**src/rtl/core/dro_pkg.sv**
```systemverilog
// ----------------------------------------------------------------------------
// dro_pkg: shared definitions for the date range overlap block
// Widths, calendar tables, reciprocal constants and the control structs
// passed between the top level and the day-count engine.
// ----------------------------------------------------------------------------
package dro_pkg;

  // Largest year accepted; larger years are clamped to it.
  localparam int YEAR_MAX = 9999;

  // Field widths of one transaction.
  localparam int YEAR_W  = 14;
  localparam int MONTH_W = 4;
  localparam int DAY_W   = 5;
  localparam int OUT_W   = 22;
  localparam int OUT_MAX = (1 << OUT_W) - 1;

  // A clamped year never exceeds what the year field can carry.
  localparam int YEAR_FIELD_MAX = (1 << YEAR_W) - 1;
  localparam int YEAR_TOP = (YEAR_MAX < YEAR_FIELD_MAX) ? YEAR_MAX : YEAR_FIELD_MAX;

  // Day serial width and the width of the overlap count before saturation.
  localparam int SERIAL_W = $clog2(YEAR_TOP * 366 + 1);
  localparam int CNT_W    = ((SERIAL_W > OUT_W) ? SERIAL_W : OUT_W) + 1;

  // Shared multiply-add unit: a * b + c.
  localparam int MAC_A_W = YEAR_W;
  localparam int MAC_B_W = 20;
  localparam int MAC_P_W = MAC_A_W + MAC_B_W;

  // y / 100 is taken as (y * RECIP_100) >> RECIP_SHIFT, exact for any 14-bit year.
  localparam int RECIP_SHIFT = 26;
  localparam logic [MAC_B_W-1:0] RECIP_100 = MAC_B_W'(((1 << RECIP_SHIFT) / 100) + 1);
  localparam logic [MAC_B_W-1:0] HUNDRED   = MAC_B_W'(100);
  localparam logic [MAC_B_W-1:0] YEAR_DAYS = MAC_B_W'(365);

  localparam logic [DAY_W-1:0]   FEB_LEAP_LEN = DAY_W'(29);
  localparam logic [MONTH_W-1:0] MONTH_FEB    = MONTH_W'(2);
  localparam logic [MONTH_W-1:0] MONTH_LAST   = MONTH_W'(12);

  // Date slots within one transaction.
  localparam int NUM_DATES = 4;
  localparam logic [1:0] SLOT_A_START = 2'd0;
  localparam logic [1:0] SLOT_A_END   = 2'd1;
  localparam logic [1:0] SLOT_B_START = 2'd2;
  localparam logic [1:0] SLOT_B_END   = 2'd3;

  typedef struct packed {
    logic [YEAR_W-1:0]  year;
    logic [MONTH_W-1:0] month;
    logic [DAY_W-1:0]   day;
  } date_t;

  typedef struct packed {
    logic start;  // begin a new count on the captured dates
    logic ack;    // result has been taken by the output stage
  } calc_ctl_t;

  typedef struct packed {
    logic done;   // result is ready and held until acknowledged
  } calc_stat_t;

  // Length of a month in a common year; index 0 is January.
  function automatic logic [DAY_W-1:0] month_len(input logic [MONTH_W-1:0] mi);
    logic [DAY_W-1:0] len;
    case (mi)
      4'd1:                  len = DAY_W'(28);
      4'd3, 4'd5, 4'd8, 4'd10: len = DAY_W'(30);
      default:               len = DAY_W'(31);
    endcase
    return len;
  endfunction

  // Days before the first of a month in a common year; index 0 is January.
  function automatic logic [8:0] days_before(input logic [MONTH_W-1:0] mi);
    logic [8:0] dd;
    case (mi)
      4'd0:    dd = 9'd0;
      4'd1:    dd = 9'd31;
      4'd2:    dd = 9'd59;
      4'd3:    dd = 9'd90;
      4'd4:    dd = 9'd120;
      4'd5:    dd = 9'd151;
      4'd6:    dd = 9'd181;
      4'd7:    dd = 9'd212;
      4'd8:    dd = 9'd243;
      4'd9:    dd = 9'd273;
      4'd10:   dd = 9'd304;
      default: dd = 9'd334;
    endcase
    return dd;
  endfunction

endpackage

```
**src/rtl/core/dro_mac.sv**
```systemverilog
// ----------------------------------------------------------------------------
// dro_mac: shared multiply-add unit
// Computes a * b + c with a registered result; every product of the
// day-count engine goes through this one unit.
// ----------------------------------------------------------------------------
module dro_mac (
  input  logic                         clk,
  input  logic [dro_pkg::MAC_A_W-1:0]  a,
  input  logic [dro_pkg::MAC_B_W-1:0]  b,
  input  logic [dro_pkg::SERIAL_W-1:0] c,
  output logic [dro_pkg::MAC_P_W-1:0]  prod
);

  logic [dro_pkg::MAC_P_W-1:0] mul;

  // Unsigned product at full width.
  assign mul = dro_pkg::MAC_P_W'(a) * dro_pkg::MAC_P_W'(b);

  // Result register; read in the cycle after the operands are driven.
  always_ff @(posedge clk) begin
    prod <= mul + dro_pkg::MAC_P_W'(c);
  end

endmodule

```
**src/rtl/core/dro_calc.sv**
```systemverilog
// ----------------------------------------------------------------------------
// dro_calc: day-count engine
// Turns the four captured dates into day serials one after another on the
// shared multiply-add unit, then forms the inclusive overlap count.
// ----------------------------------------------------------------------------
module dro_calc (
  input  logic                      clk,
  input  logic                      rst,
  input  dro_pkg::date_t            dates [dro_pkg::NUM_DATES],
  input  dro_pkg::calc_ctl_t        ctl,
  output dro_pkg::calc_stat_t       stat,
  output logic [dro_pkg::OUT_W-1:0] result
);

  localparam logic [3:0] ST_IDLE   = 4'd0;
  localparam logic [3:0] ST_QUOT   = 4'd1;
  localparam logic [3:0] ST_HUND   = 4'd2;
  localparam logic [3:0] ST_LEAP   = 4'd3;
  localparam logic [3:0] ST_SUM    = 4'd4;
  localparam logic [3:0] ST_MUL    = 4'd5;
  localparam logic [3:0] ST_STORE  = 4'd6;
  localparam logic [3:0] ST_MINMAX = 4'd7;
  localparam logic [3:0] ST_DIFF   = 4'd8;
  localparam logic [3:0] ST_DONE   = 4'd9;

  logic [3:0] state;
  logic [3:0] state_next;
  logic [1:0] idx;

  logic [dro_pkg::YEAR_W-1:0]   q_reg;
  logic [dro_pkg::YEAR_W-1:0]   p100_reg;
  logic                         leap_reg;
  logic [dro_pkg::SERIAL_W-1:0] sum_reg;
  logic [dro_pkg::SERIAL_W-1:0] serial [dro_pkg::NUM_DATES];
  logic [dro_pkg::SERIAL_W-1:0] lo;
  logic [dro_pkg::SERIAL_W-1:0] hi;

  dro_pkg::date_t               cur;
  logic [dro_pkg::YEAR_W-1:0]   yc;
  logic [dro_pkg::YEAR_W-1:0]   p;
  logic [dro_pkg::MONTH_W-1:0]  mc;
  logic [dro_pkg::MONTH_W-1:0]  mi;
  logic [dro_pkg::DAY_W-1:0]    ml;
  logic [dro_pkg::DAY_W-1:0]    dc;
  logic                         hund_hit;
  logic [dro_pkg::YEAR_W-1:0]   quot;
  logic [dro_pkg::SERIAL_W-1:0] sum_next;
  logic [dro_pkg::CNT_W-1:0]    cnt;

  logic [dro_pkg::MAC_A_W-1:0]  mac_a;
  logic [dro_pkg::MAC_B_W-1:0]  mac_b;
  logic [dro_pkg::SERIAL_W-1:0] mac_c;
  logic [dro_pkg::MAC_P_W-1:0]  mac_out;

  // Clamp the date being worked on into the calendar.
  always_comb begin
    cur = dates[idx];
    if (cur.year == '0) begin
      yc = dro_pkg::YEAR_W'(1);
    end else if (32'(cur.year) > dro_pkg::YEAR_MAX) begin
      yc = dro_pkg::YEAR_W'(dro_pkg::YEAR_MAX);
    end else begin
      yc = cur.year;
    end
    if (cur.month == '0) begin
      mc = dro_pkg::MONTH_W'(1);
    end else if (cur.month > dro_pkg::MONTH_LAST) begin
      mc = dro_pkg::MONTH_LAST;
    end else begin
      mc = cur.month;
    end
    mi = mc - dro_pkg::MONTH_W'(1);
    if (mc == dro_pkg::MONTH_FEB && leap_reg) begin
      ml = dro_pkg::FEB_LEAP_LEN;
    end else begin
      ml = dro_pkg::month_len(mi);
    end
    if (cur.day == '0) begin
      dc = dro_pkg::DAY_W'(1);
    end else if (cur.day > ml) begin
      dc = ml;
    end else begin
      dc = cur.day;
    end
    p = yc - dro_pkg::YEAR_W'(1);
  end

  // Quotient by 100 and the century test from the shared unit's results.
  assign quot     = dro_pkg::YEAR_W'(mac_out >> dro_pkg::RECIP_SHIFT);
  assign hund_hit = (mac_out == dro_pkg::MAC_P_W'(yc));

  // Everything of the serial except the 365-day years term.
  assign sum_next = dro_pkg::SERIAL_W'(dc)
                  + dro_pkg::SERIAL_W'(dro_pkg::days_before(mi))
                  + dro_pkg::SERIAL_W'(leap_reg && (mc > dro_pkg::MONTH_FEB))
                  + dro_pkg::SERIAL_W'(p >> 2)
                  - dro_pkg::SERIAL_W'(p100_reg)
                  + dro_pkg::SERIAL_W'(p100_reg >> 2);

  // Operand select for the shared unit.
  always_comb begin
    mac_a = '0;
    mac_b = '0;
    mac_c = '0;
    case (state)
      ST_QUOT: begin
        mac_a = yc;
        mac_b = dro_pkg::RECIP_100;
      end
      ST_HUND: begin
        mac_a = quot;
        mac_b = dro_pkg::HUNDRED;
      end
      ST_MUL: begin
        mac_a = p;
        mac_b = dro_pkg::YEAR_DAYS;
        mac_c = sum_reg;
      end
      default: begin
        mac_a = '0;
      end
    endcase
  end

  dro_mac u_mac (
    .clk  (clk),
    .a    (mac_a),
    .b    (mac_b),
    .c    (mac_c),
    .prod (mac_out)
  );

  // Sequencer: six steps per date, then the overlap.
  always_comb begin
    state_next = state;
    unique case (state)
      ST_IDLE:   if (ctl.start) state_next = ST_QUOT;
      ST_QUOT:   state_next = ST_HUND;
      ST_HUND:   state_next = ST_LEAP;
      ST_LEAP:   state_next = ST_SUM;
      ST_SUM:    state_next = ST_MUL;
      ST_MUL:    state_next = ST_STORE;
      ST_STORE:  state_next = (idx == dro_pkg::SLOT_B_END) ? ST_MINMAX : ST_QUOT;
      ST_MINMAX: state_next = ST_DIFF;
      ST_DIFF:   state_next = ST_DONE;
      ST_DONE:   if (ctl.ack) state_next = ST_IDLE;
      default:   state_next = ST_IDLE;
    endcase
  end

  always_ff @(posedge clk) begin
    if (rst) begin
      state <= ST_IDLE;
      idx   <= dro_pkg::SLOT_A_START;
    end else begin
      state <= state_next;
      if (state == ST_IDLE) begin
        idx <= dro_pkg::SLOT_A_START;
      end else if (state == ST_STORE) begin
        idx <= idx + 2'd1;
      end
    end
  end

  // Inclusive count from the latest start to the earliest end.
  assign cnt = dro_pkg::CNT_W'(hi) - dro_pkg::CNT_W'(lo) + dro_pkg::CNT_W'(1);

  // Datapath registers.
  always_ff @(posedge clk) begin
    case (state)
      ST_HUND: begin
        q_reg <= quot;
      end
      ST_LEAP: begin
        leap_reg <= ((yc[1:0] == 2'd0) && !hund_hit) || (hund_hit && (q_reg[1:0] == 2'd0));
        p100_reg <= hund_hit ? (q_reg - dro_pkg::YEAR_W'(1)) : q_reg;
      end
      ST_SUM: begin
        sum_reg <= sum_next;
      end
      ST_STORE: begin
        serial[idx] <= mac_out[dro_pkg::SERIAL_W-1:0];
      end
      ST_MINMAX: begin
        lo <= (serial[dro_pkg::SLOT_A_START] > serial[dro_pkg::SLOT_B_START]) ?
              serial[dro_pkg::SLOT_A_START] : serial[dro_pkg::SLOT_B_START];
        hi <= (serial[dro_pkg::SLOT_A_END] < serial[dro_pkg::SLOT_B_END]) ?
              serial[dro_pkg::SLOT_A_END] : serial[dro_pkg::SLOT_B_END];
      end
      ST_DIFF: begin
        if (hi < lo) begin
          result <= '0;
        end else if (cnt > dro_pkg::CNT_W'(dro_pkg::OUT_MAX)) begin
          result <= dro_pkg::OUT_W'(dro_pkg::OUT_MAX);
        end else begin
          result <= cnt[dro_pkg::OUT_W-1:0];
        end
      end
      default: begin
        q_reg <= q_reg;
      end
    endcase
  end

  assign stat.done = (state == ST_DONE);

`ifndef ASSERT_OFF
  // The reciprocal quotient must be exact: 100q <= y < 100q + 100.
  a_quot_exact: assert property (@(posedge clk) disable iff (rst)
    (state == ST_LEAP) |-> (mac_out <= dro_pkg::MAC_P_W'(yc)) &&
      (mac_out + dro_pkg::MAC_P_W'(dro_pkg::HUNDRED) > dro_pkg::MAC_P_W'(yc)))
    else $error("dro_calc: year quotient by 100 is off");

  // A finished day serial fits its register.
  a_serial_fits: assert property (@(posedge clk) disable iff (rst)
    (state == ST_STORE) |-> (mac_out >> dro_pkg::SERIAL_W) == '0)
    else $error("dro_calc: day serial overflows");

  // An acknowledged result returns the engine to idle.
  a_ack_idle: assert property (@(posedge clk) disable iff (rst)
    (stat.done && ctl.ack) |=> (state == ST_IDLE))
    else $error("dro_calc: engine did not release after ack");
`endif

endmodule

```
**src/rtl/core/date_range_overlap_days.sv**
```systemverilog
// ----------------------------------------------------------------------------
// date_range_overlap_days: days shared by two Gregorian date periods
// Captures two periods, converts their four dates to day serials and
// returns the number of days common to both, both ends counted.
// ----------------------------------------------------------------------------
//  Channel  Handshake              Payload
//  input    in_valid / in_ready    a_*, b_* start and end year, month, day
//  output   out_valid / out_ready  overlap_days
//
// A transaction runs from input accept to out_valid through start, the four
// dates in turn on the shared multiply-add unit, then min/max, difference
// and handoff. Sharing the one multiply-add unit serializes the dates.
// Reset is synchronous and clears all control state; no stored tables.
// in_ready is low while a transaction is in the engine. A finished result
// waits in the output register, so one new transaction may be accepted
// while out_ready is held low; a later result then waits in the engine.
module date_range_overlap_days (
  input  logic                        clk,
  input  logic                        rst,
  input  logic                        in_valid,
  output logic                        in_ready,
  input  logic [dro_pkg::YEAR_W-1:0]  a_start_year,
  input  logic [dro_pkg::MONTH_W-1:0] a_start_month,
  input  logic [dro_pkg::DAY_W-1:0]   a_start_day,
  input  logic [dro_pkg::YEAR_W-1:0]  a_end_year,
  input  logic [dro_pkg::MONTH_W-1:0] a_end_month,
  input  logic [dro_pkg::DAY_W-1:0]   a_end_day,
  input  logic [dro_pkg::YEAR_W-1:0]  b_start_year,
  input  logic [dro_pkg::MONTH_W-1:0] b_start_month,
  input  logic [dro_pkg::DAY_W-1:0]   b_start_day,
  input  logic [dro_pkg::YEAR_W-1:0]  b_end_year,
  input  logic [dro_pkg::MONTH_W-1:0] b_end_month,
  input  logic [dro_pkg::DAY_W-1:0]   b_end_day,
  output logic                        out_valid,
  input  logic                        out_ready,
  output logic [dro_pkg::OUT_W-1:0]   overlap_days
);

  logic                      busy;
  logic                      start;
  logic                      in_accept;
  logic                      handoff;
  dro_pkg::date_t            dates [dro_pkg::NUM_DATES];
  dro_pkg::calc_ctl_t        calc_ctl;
  dro_pkg::calc_stat_t       calc_stat;
  logic [dro_pkg::OUT_W-1:0] calc_result;

  assign in_ready  = !busy;
  assign in_accept = in_valid && in_ready;

  // Move a finished result into the output register when it is free.
  assign handoff = calc_stat.done && (!out_valid || out_ready);

  assign calc_ctl.start = start;
  assign calc_ctl.ack   = handoff;

  // Transaction tracking and output valid.
  always_ff @(posedge clk) begin
    if (rst) begin
      busy      <= 1'b0;
      start     <= 1'b0;
      out_valid <= 1'b0;
    end else begin
      start <= in_accept;
      if (in_accept) begin
        busy <= 1'b1;
      end else if (handoff) begin
        busy <= 1'b0;
      end
      if (handoff) begin
        out_valid <= 1'b1;
      end else if (out_ready) begin
        out_valid <= 1'b0;
      end
    end
  end

  // Input capture and output data.
  always_ff @(posedge clk) begin
    if (in_accept) begin
      dates[dro_pkg::SLOT_A_START] <= '{a_start_year, a_start_month, a_start_day};
      dates[dro_pkg::SLOT_A_END]   <= '{a_end_year, a_end_month, a_end_day};
      dates[dro_pkg::SLOT_B_START] <= '{b_start_year, b_start_month, b_start_day};
      dates[dro_pkg::SLOT_B_END]   <= '{b_end_year, b_end_month, b_end_day};
    end
    if (handoff) begin
      overlap_days <= calc_result;
    end
  end

  dro_calc u_calc (
    .clk    (clk),
    .rst    (rst),
    .dates  (dates),
    .ctl    (calc_ctl),
    .stat   (calc_stat),
    .result (calc_result)
  );

`ifndef ASSERT_OFF
  // An accepted transaction keeps the input closed on the next cycle.
  a_accept_busy: assert property (@(posedge clk) disable iff (rst)
    in_accept |=> !in_ready)
    else $error("date_range_overlap_days: input reopened after accept");

  // The engine reports a result only while a transaction is open.
  a_done_busy: assert property (@(posedge clk) disable iff (rst)
    calc_stat.done |-> busy)
    else $error("date_range_overlap_days: result with no open transaction");

  // A handoff always presents the result on the next cycle.
  a_handoff_valid: assert property (@(posedge clk) disable iff (rst)
    handoff |=> out_valid && !busy)
    else $error("date_range_overlap_days: handoff lost");
`endif

endmodule

```
**config.mk**
```make
export PLATFORM = sky130hd
export DESIGN_NAME = date_range_overlap_days
export DESIGN_NICKNAME = d
export VERILOG_FILES = /design/src/rtl/core/dro_pkg.sv /design/src/rtl/core/dro_mac.sv /design/src/rtl/core/dro_calc.sv /design/src/rtl/core/date_range_overlap_days.sv
export SDC_FILE = /design/constraint.sdc
export NUM_CORES = 1
export LEC_CHECK = 0
export BUFFER_PORTS_ARGS = -buffer_cell sky130_fd_sc_hd__buf_2
export CORE_MARGIN = 4
export CORE_UTILIZATION = 63
export DETAILED_ROUTE_END_ITERATION = 10
export GPL_TIMING_DRIVEN = 0
export PLACE_DENSITY = 0.82
export SLEW_MARGIN = 40
export SYNTH_ARGS = -nofsm -noshare
export SYNTH_HDL_FRONTEND = slang
export SYNTH_SLANG_ARGS = --single-unit
```
**constraint.sdc**
```tcl
create_clock -name clk -period 11.4 [get_ports clk]
set_input_delay 0.57 -clock clk [delete_from_list [all_inputs] [get_ports clk]]
set_output_delay 0.57 -clock clk [all_outputs]
set_load 0.01 [all_outputs]
```
# [Yosys cells after proc, flatten, opt, wreduce, memory -nomap -nowiden]
# Memories as Yosys holds them, arrays and structs flattened.
# Cells that the tools add are included.
[word_totals] ff_bits=263 ramBits=88 romBits=144 inputBits=96 out_inout_bits=24 word_cells=121 mem_count=2
[op_classes] add_sub_neg=12 mul=1 n_lt_le_gt_ge=9 eq_ne=19 muxes=28 bitwise_logic=1 n_reduce_logical=22
[memory_table] name="(name not given)" depth=16 word_bits=9 rd=1 rd_ports_with_merged_regs=0 wr=0 line_no="dro_pkg.sv:77" text="case (mi)"
[memory_table] name="u_calc.serial" depth=4 word_bits=22 rd=4 rd_ports_with_merged_regs=0 wr=1 line_no="dro_calc.sv:34" text="logic [dro_pkg::SERIAL_W-1:0] serial [dro_pkg::NUM_DATES];"
[ops] cell="22-bit 2-to-1 mux" n=4
[ops] cell="20-bit one-hot mux with 3 select lines" n=1
[ops] cell="23-bit binary-select mux with 2-bit select" n=1
[ops] cell="23-bit 2-to-1 mux" n=2
[ops] cell="22-bit by 12-bit adder with 22-bit output" n=2
[ops] cell="22-bit < comparator" n=2
[ops] cell="14-bit one-hot mux with 3 select lines" n=1
[ops] cell="4-bit one-hot mux with 10 select lines" n=1
[ops] cell="34-bit by 22-bit adder with 34-bit output" n=1
[ops] cell="34-bit by 14-bit == test with 1-bit output" n=1
[ops] cell="14-bit by 20-bit multiplier with 34-bit output" n=1
[ops] cell="14-bit 2-to-1 mux" n=2
[ops] cell="23-bit by 1-bit adder with 23-bit output (second input constant)" n=1
[ops] cell="23-bit by 22-bit > comparator with 1-bit output (second input constant)" n=1
[ops] cell="22-bit by 22-bit subtractor with 23-bit output" n=1
[ops] cell="22-bit by 1-bit adder with 22-bit output" n=1
[ops] cell="22-bit > comparator" n=1
[ops] cell="22-bit by 14-bit subtractor with 22-bit output" n=1
[ops] cell="4-bit by 3-bit == test with 1-bit output (second input constant)" n=5
[ops] cell="4-bit by 2-bit == test with 1-bit output (second input constant)" n=4
[ops] cell="4-bit == test (second input constant)" n=4
[ops] cell="4-bit 2-to-1 mux" n=4
[ops] cell="5-bit 2-to-1 mux" n=3
[ops] cell="14-bit > comparator (second input constant)" n=1
[ops] cell="28 further kinds" n=46

# [Depth between registers and ports, before layout]
[logic_depth] word_depth=20 mapped_depth=40 ltp_nobuf=36

# [Modules after synthesis]
# Synthesis repeated with hierarchy kept, for this count alone.
[unflattened] hier_cells=2595 hier_area_um2=28013.1
[by_module_without_submodules] mod="dro_calc" instances=1 cells_per_inst=1331 area_each_um2=14089.8 seq_area_each_um2=5765.5
[by_module_without_submodules] mod="dro_mac" instances=1 cells_per_inst=1138 area_each_um2=10382.5 seq_area_each_um2=680.7
[by_module_without_submodules] mod="date_range_overlap_days" instances=1 cells_per_inst=126 area_each_um2=3540.9 seq_area_each_um2=3483.3

# [Worst setup path after synthesis]
# No wires, ideal clock.
[synth_path] path_kind="register to register" start="register u_calc.idx[0]" end="register u_calc.u_mac.prod[32] in the netlist's numbering" setup_time_ns=0.072 arrival_ns=9.301 required_ns=11.328 setup_slack_ns=2.027 stages_incl_launch_ff=35 path_buffers=3 period_less_slack_ns=9.373 cell_sequence="dfxtp_1 > buf_6 > mux4_2 > or4_1 > a21o_1 > clkbuf_1 > clkbuf_1 > nor2_1 > ha_1 > nand3b_1 > or2_2 > nor4_1 > mux2i_1 > and2_1 > or2_2 > fa_1 > inv_1 > fa_1 > inv_1 > fa_1 > fa_1 > fa_1 > inv_1 > fa_1 > inv_1 > ha_1 > a21o_1 > a21o_1 > a21o_1 > a221o_1 > a21o_1 > a211o_1 > a31o_2 > a221oi_1 > xnor2_1"
[synth_between] elab_chain_len=11 elab_cells_between_ends=12 cone_classes="add/sub: 2; mul: 1; order compare: 1; mux: 6; bitwise: 1; reduce/logical: 1"
[synth_rtl] item="start, declared" line_no="dro_calc.sv:28" text="logic [1:0] idx;"
[synth_rtl] item="start signal, assigned" line_no="dro_calc.sv:154" text="idx <= dro_pkg::SLOT_A_START;"
[synth_rtl] item="start signal, assigned" line_no="dro_calc.sv:158" text="idx <= dro_pkg::SLOT_A_START;"
[synth_rtl] item="start signal, assigned" line_no="dro_calc.sv:160" text="idx <= idx + 2'd1;"
[synth_rtl] item="2-bit inverter with 3-bit output (implied by the code) (*)" line_no="dro_calc.sv:57" text="cur = dates[idx];"
[synth_rtl] item="23-bit binary-select mux with 2-bit select (*)" line_no="dro_calc.sv:57"
[synth_rtl] item="23-bit 2-to-1 mux (implied by the code) (*) (2 in a row)" line_no="dro_calc.sv:57"
[synth_rtl] item="14-bit > comparator" line_no="dro_calc.sv:60" text="end else if (32'(cur.year) > dro_pkg::YEAR_MAX) begin"
[synth_rtl] item="14-bit 2-to-1 mux" line_no="dro_calc.sv:60"
[synth_rtl] item="14-bit 2-to-1 mux (*)" line_no="dro_calc.sv:58" text="if (cur.year == '0) begin"
[synth_rtl] item="14-bit by 1-bit subtractor with 14-bit output" line_no="dro_calc.sv:85" text="p = yc - dro_pkg::YEAR_W'(1);"
[synth_rtl] item="14-bit one-hot mux with 3 select lines (*)" line_no="dro_calc.sv:105" text="case (state)"
[synth_rtl] item="14-bit by 20-bit multiplier with 34-bit output (*)" line_no="dro_mac.sv:17" text="assign mul = dro_pkg::MAC_P_W'(a) * dro_pkg::MAC_P_W'(b);"
[synth_rtl] item="34-bit by 22-bit adder with 34-bit output (*)" line_no="dro_mac.sv:21" text="prod <= mul + dro_pkg::MAC_P_W'(c);"
[synth_rtl] item="end signal, assigned" line_no="dro_mac.sv:21"
[synth_rtl] item="end, declared" line_no="dro_mac.sv:11" text="output logic [dro_pkg::MAC_P_W-1:0] prod"
# Every way passes the cells marked *; elsewhere a longest branch is shown, timed or not. The select of a mux whose other input is x is not followed.
# A chain may end at the register's enable or synchronous reset.

# [Worst setup path after layout]
[layout_path] start="register u_calc.idx[1]" end="register u_calc.u_mac.prod[32] in the netlist's numbering"
# The elaborated chain is that of the path after synthesis.

==> reports/qor.csv <==
metric,value,unit
Critical Path RT,11.87,ns
startpoint types,flip-flop,
Main synth FF type,edfxtp_1,
"area leader, netlist",edfxtp_1,
initial antenna violation count,0,
Worst Hold Class,input port to flip-flop,
Largest Register,dates,
Yosys reg bits,351,
CTS tree,yes,
dominant cell by count in the synthesized netlist,inv_1,
Largest register FFs,92,
Lkg Pwr,12.57,nW
fraction of layout cells with a size suffix above 1,0.1330,
Worst-Skew Late Latency,0.55,ns
Max clock buf depth,3,
Worst path max stage delay,0.55,ns
diodes inserted,0,
maximum capacitance violations,0,
port bufs,118,
clk_skew,0.02385,ns
# clock sinks,351,
vias in the first global route,16560,
largest net degree at the start of global routing,72,
CTS root buffer,clkbuf_16,
Total Wirelength,50830,um
post-synth top area share,0.3807,
crit-path max FO,10,
NumNets Final,2779,
CP Capture Type,flip-flop,
"most used cell, CP",fa_1,
Worst Hold Slack,0.2057,ns
min cycle time layout,10.76,ns
Worst VDD drop,0.0001549,V
via count,15950,
critical path class,flip-flop to flip-flop,
overall power,3.358,mW
Final ANT Viol Nets,0,
top post-synthesis cells by area,"edfxtp_1, ha_1, fa_1",
Mapped Cells,2064,
Post-synth EDFFs,308,
DP HPWL,40860,um
Worst-Margin Slew,0.9098,ns
CORE AREA,0.03784,mm2
top post-synthesis cells by count,"inv_1, edfxtp_1, ha_1",
synthesized cell area,0.02430,mm2
Die ar.,0.04177,mm2
final hold violations,0,
status,completed,
relative slew slack,0.3871,
IO Pins,120,
std cell rows,71,
yosys warns,0,
Vias/cell,5.748,
Worst-path clk slew,0.06,ns
Mean Syn Cell Area,11.77,um2
Worst Path Arrival,11.23,ns
RSZ-0062 raised after global routing,no,
Routability Congestion,0.9601,
fin crit share,0.9439,
Final Slew Violations,0,
first-pass GRT wire length,81500,um
# resized after CTS,0,
post-CTS setup buffer count,0,
Synth-to-Final Area Change,11.19,%
Starting Density,0.6420,
PwrDens,124.3,mW/mm2
CP max stage cell,fa_1,
Yosys cell types,73,
H-tree Lvls,2,
CTS Buf Count,38,
Residual DRC,0,
Die Width,204.4,um
DR pass1 iterations,7,
drt wl/cell,18.32,um
final setup vio count,0,
Congestion Overflow GR,0,
async set or reset register ratio after synthesis,0,
initial DRC count,1002,
# hold bufs at CTS,0,
Regs by FF count,"dates x92, u_calc.serial x88, u_calc.u_mac.prod x34",
fmax,92.94,MHz
overall routing resource usage,0.2448,
Syn Nets,2609,
"Seq/Total Area, Yosys",0.4161,
Fin Setup TNS,0,ns
Die Height,204.4,um
## cells by family after synthesis
| kind of cell | share of synthesized area |
|---|---|
| buf+inv | 0.06329 |
| fa+ha+maj | 0.2822 |
| xor+xnor | 0.03280 |
| compound gates | 0.07879 |
| mux | 0.04295 |
| simple gates | 0.08389 |
| flops | 0.4161 |
## routing by layer
layer  global-route usage  part of all wire  up-vias
met5                    0                 0        -
met4              0.08734             0.037        0
met3              0.03063             0.048      133
met2               0.4476              0.52      529
met1               0.2993              0.39     7795
li1                     -                 -     7493
## power by group
group / internal (mW) / switching (mW) / total (mW)
sequential: 1.47 / 0.0410 / 1.51
combinational: 0.244 / 0.351 / 0.595
clock: 0.746 / 0.503 / 1.25
## final timing paths
kind,startpoint,end,slack (ns),cells past startpoint
worst max-delay path,u_calc.idx[1],u_calc.u_mac.prod[32],0.64,34
worst min-delay path,a_start_year[9],dates[87],0.21,1
worst max register to register,u_calc.idx[1],u_calc.u_mac.prod[32],0.64,34
worst min register to register,u_calc.result[11],overlap_days[11],0.42,0
## through the flow
| step | worst slack, ns | area, um2 | std cells | utilization |
|---|---|---|---|---|
| after floorplan | 2.027 | 24300 | 2064 | - |
| after global placement | 0.8211 | 25530 | 2693 | 0.6745 |
| after detailed placement | 0.7655 | 25720 | 2705 | 0.6797 |
| after CTS | 0.7253 | 27010 | 2775 | 0.7136 |
| after global routing | 0.1735 | 27020 | 2775 | 0.7139 |
| final | 0.6399 | 27020 | 2775 | 0.7139 |
## area by class of cell
type	instances	area, um2
plain buffers	36	150.1
flip-flops and latches	351	10110
fillers	2502	10830
clock inverters	26	287.8
multi-input cells	1307	12700
repair buffers	130	740.7
clock buffers	44	994.7
well taps	511	639.4
inverters	370	1394
## worst max-delay path, delay by kind of cell (launching register included)
| kind | cells | cell delay (ns) |
|---|---|---|
| muxes | 2 | 0.72 |
| and+or+nand+nor | 7 | 2.12 |
| DFF | 1 | 0.47 |
| xor gates and xnor gates | 1 | 0.15 |
| buffers and inverters | 7 | 1.20 |
| adders and majority gates | 8 | 3.66 |
| AOI/OAI and AO/OA | 9 | 2.32 |
## cells in the final DEF, fill, tap and decap left out, types with 15 or more instances in the layout
cell / Yosys / layout
nor3_1: 21 / 20
nand4_1: 16 / 16
nand2_1: 92 / 92
and3_1: 30 / 30
inv_1: 369 / 368
clkbuf_16: 0 / 39
a21oi_1: 103 / 103
nand3_1: 20 / 20
nand2b_1: 18 / 18
xor2_1: 31 / 31
mux2_2: 44 / 44
xnor2_1: 60 / 60
nor4_1: 21 / 20
clkbuf_1: 27 / 32
o21ai_0: 52 / 50
dfxtp_1: 43 / 43
edfxtp_1: 308 / 308
buf_2: 5 / 129
o21a_1: 15 / 15
mux4_2: 23 / 23
fa_1: 165 / 165
a21o_1: 43 / 43
or2_2: 18 / 18
nor2_1: 91 / 85
ha_1: 284 / 284
(Power assumes the default switching activity.)
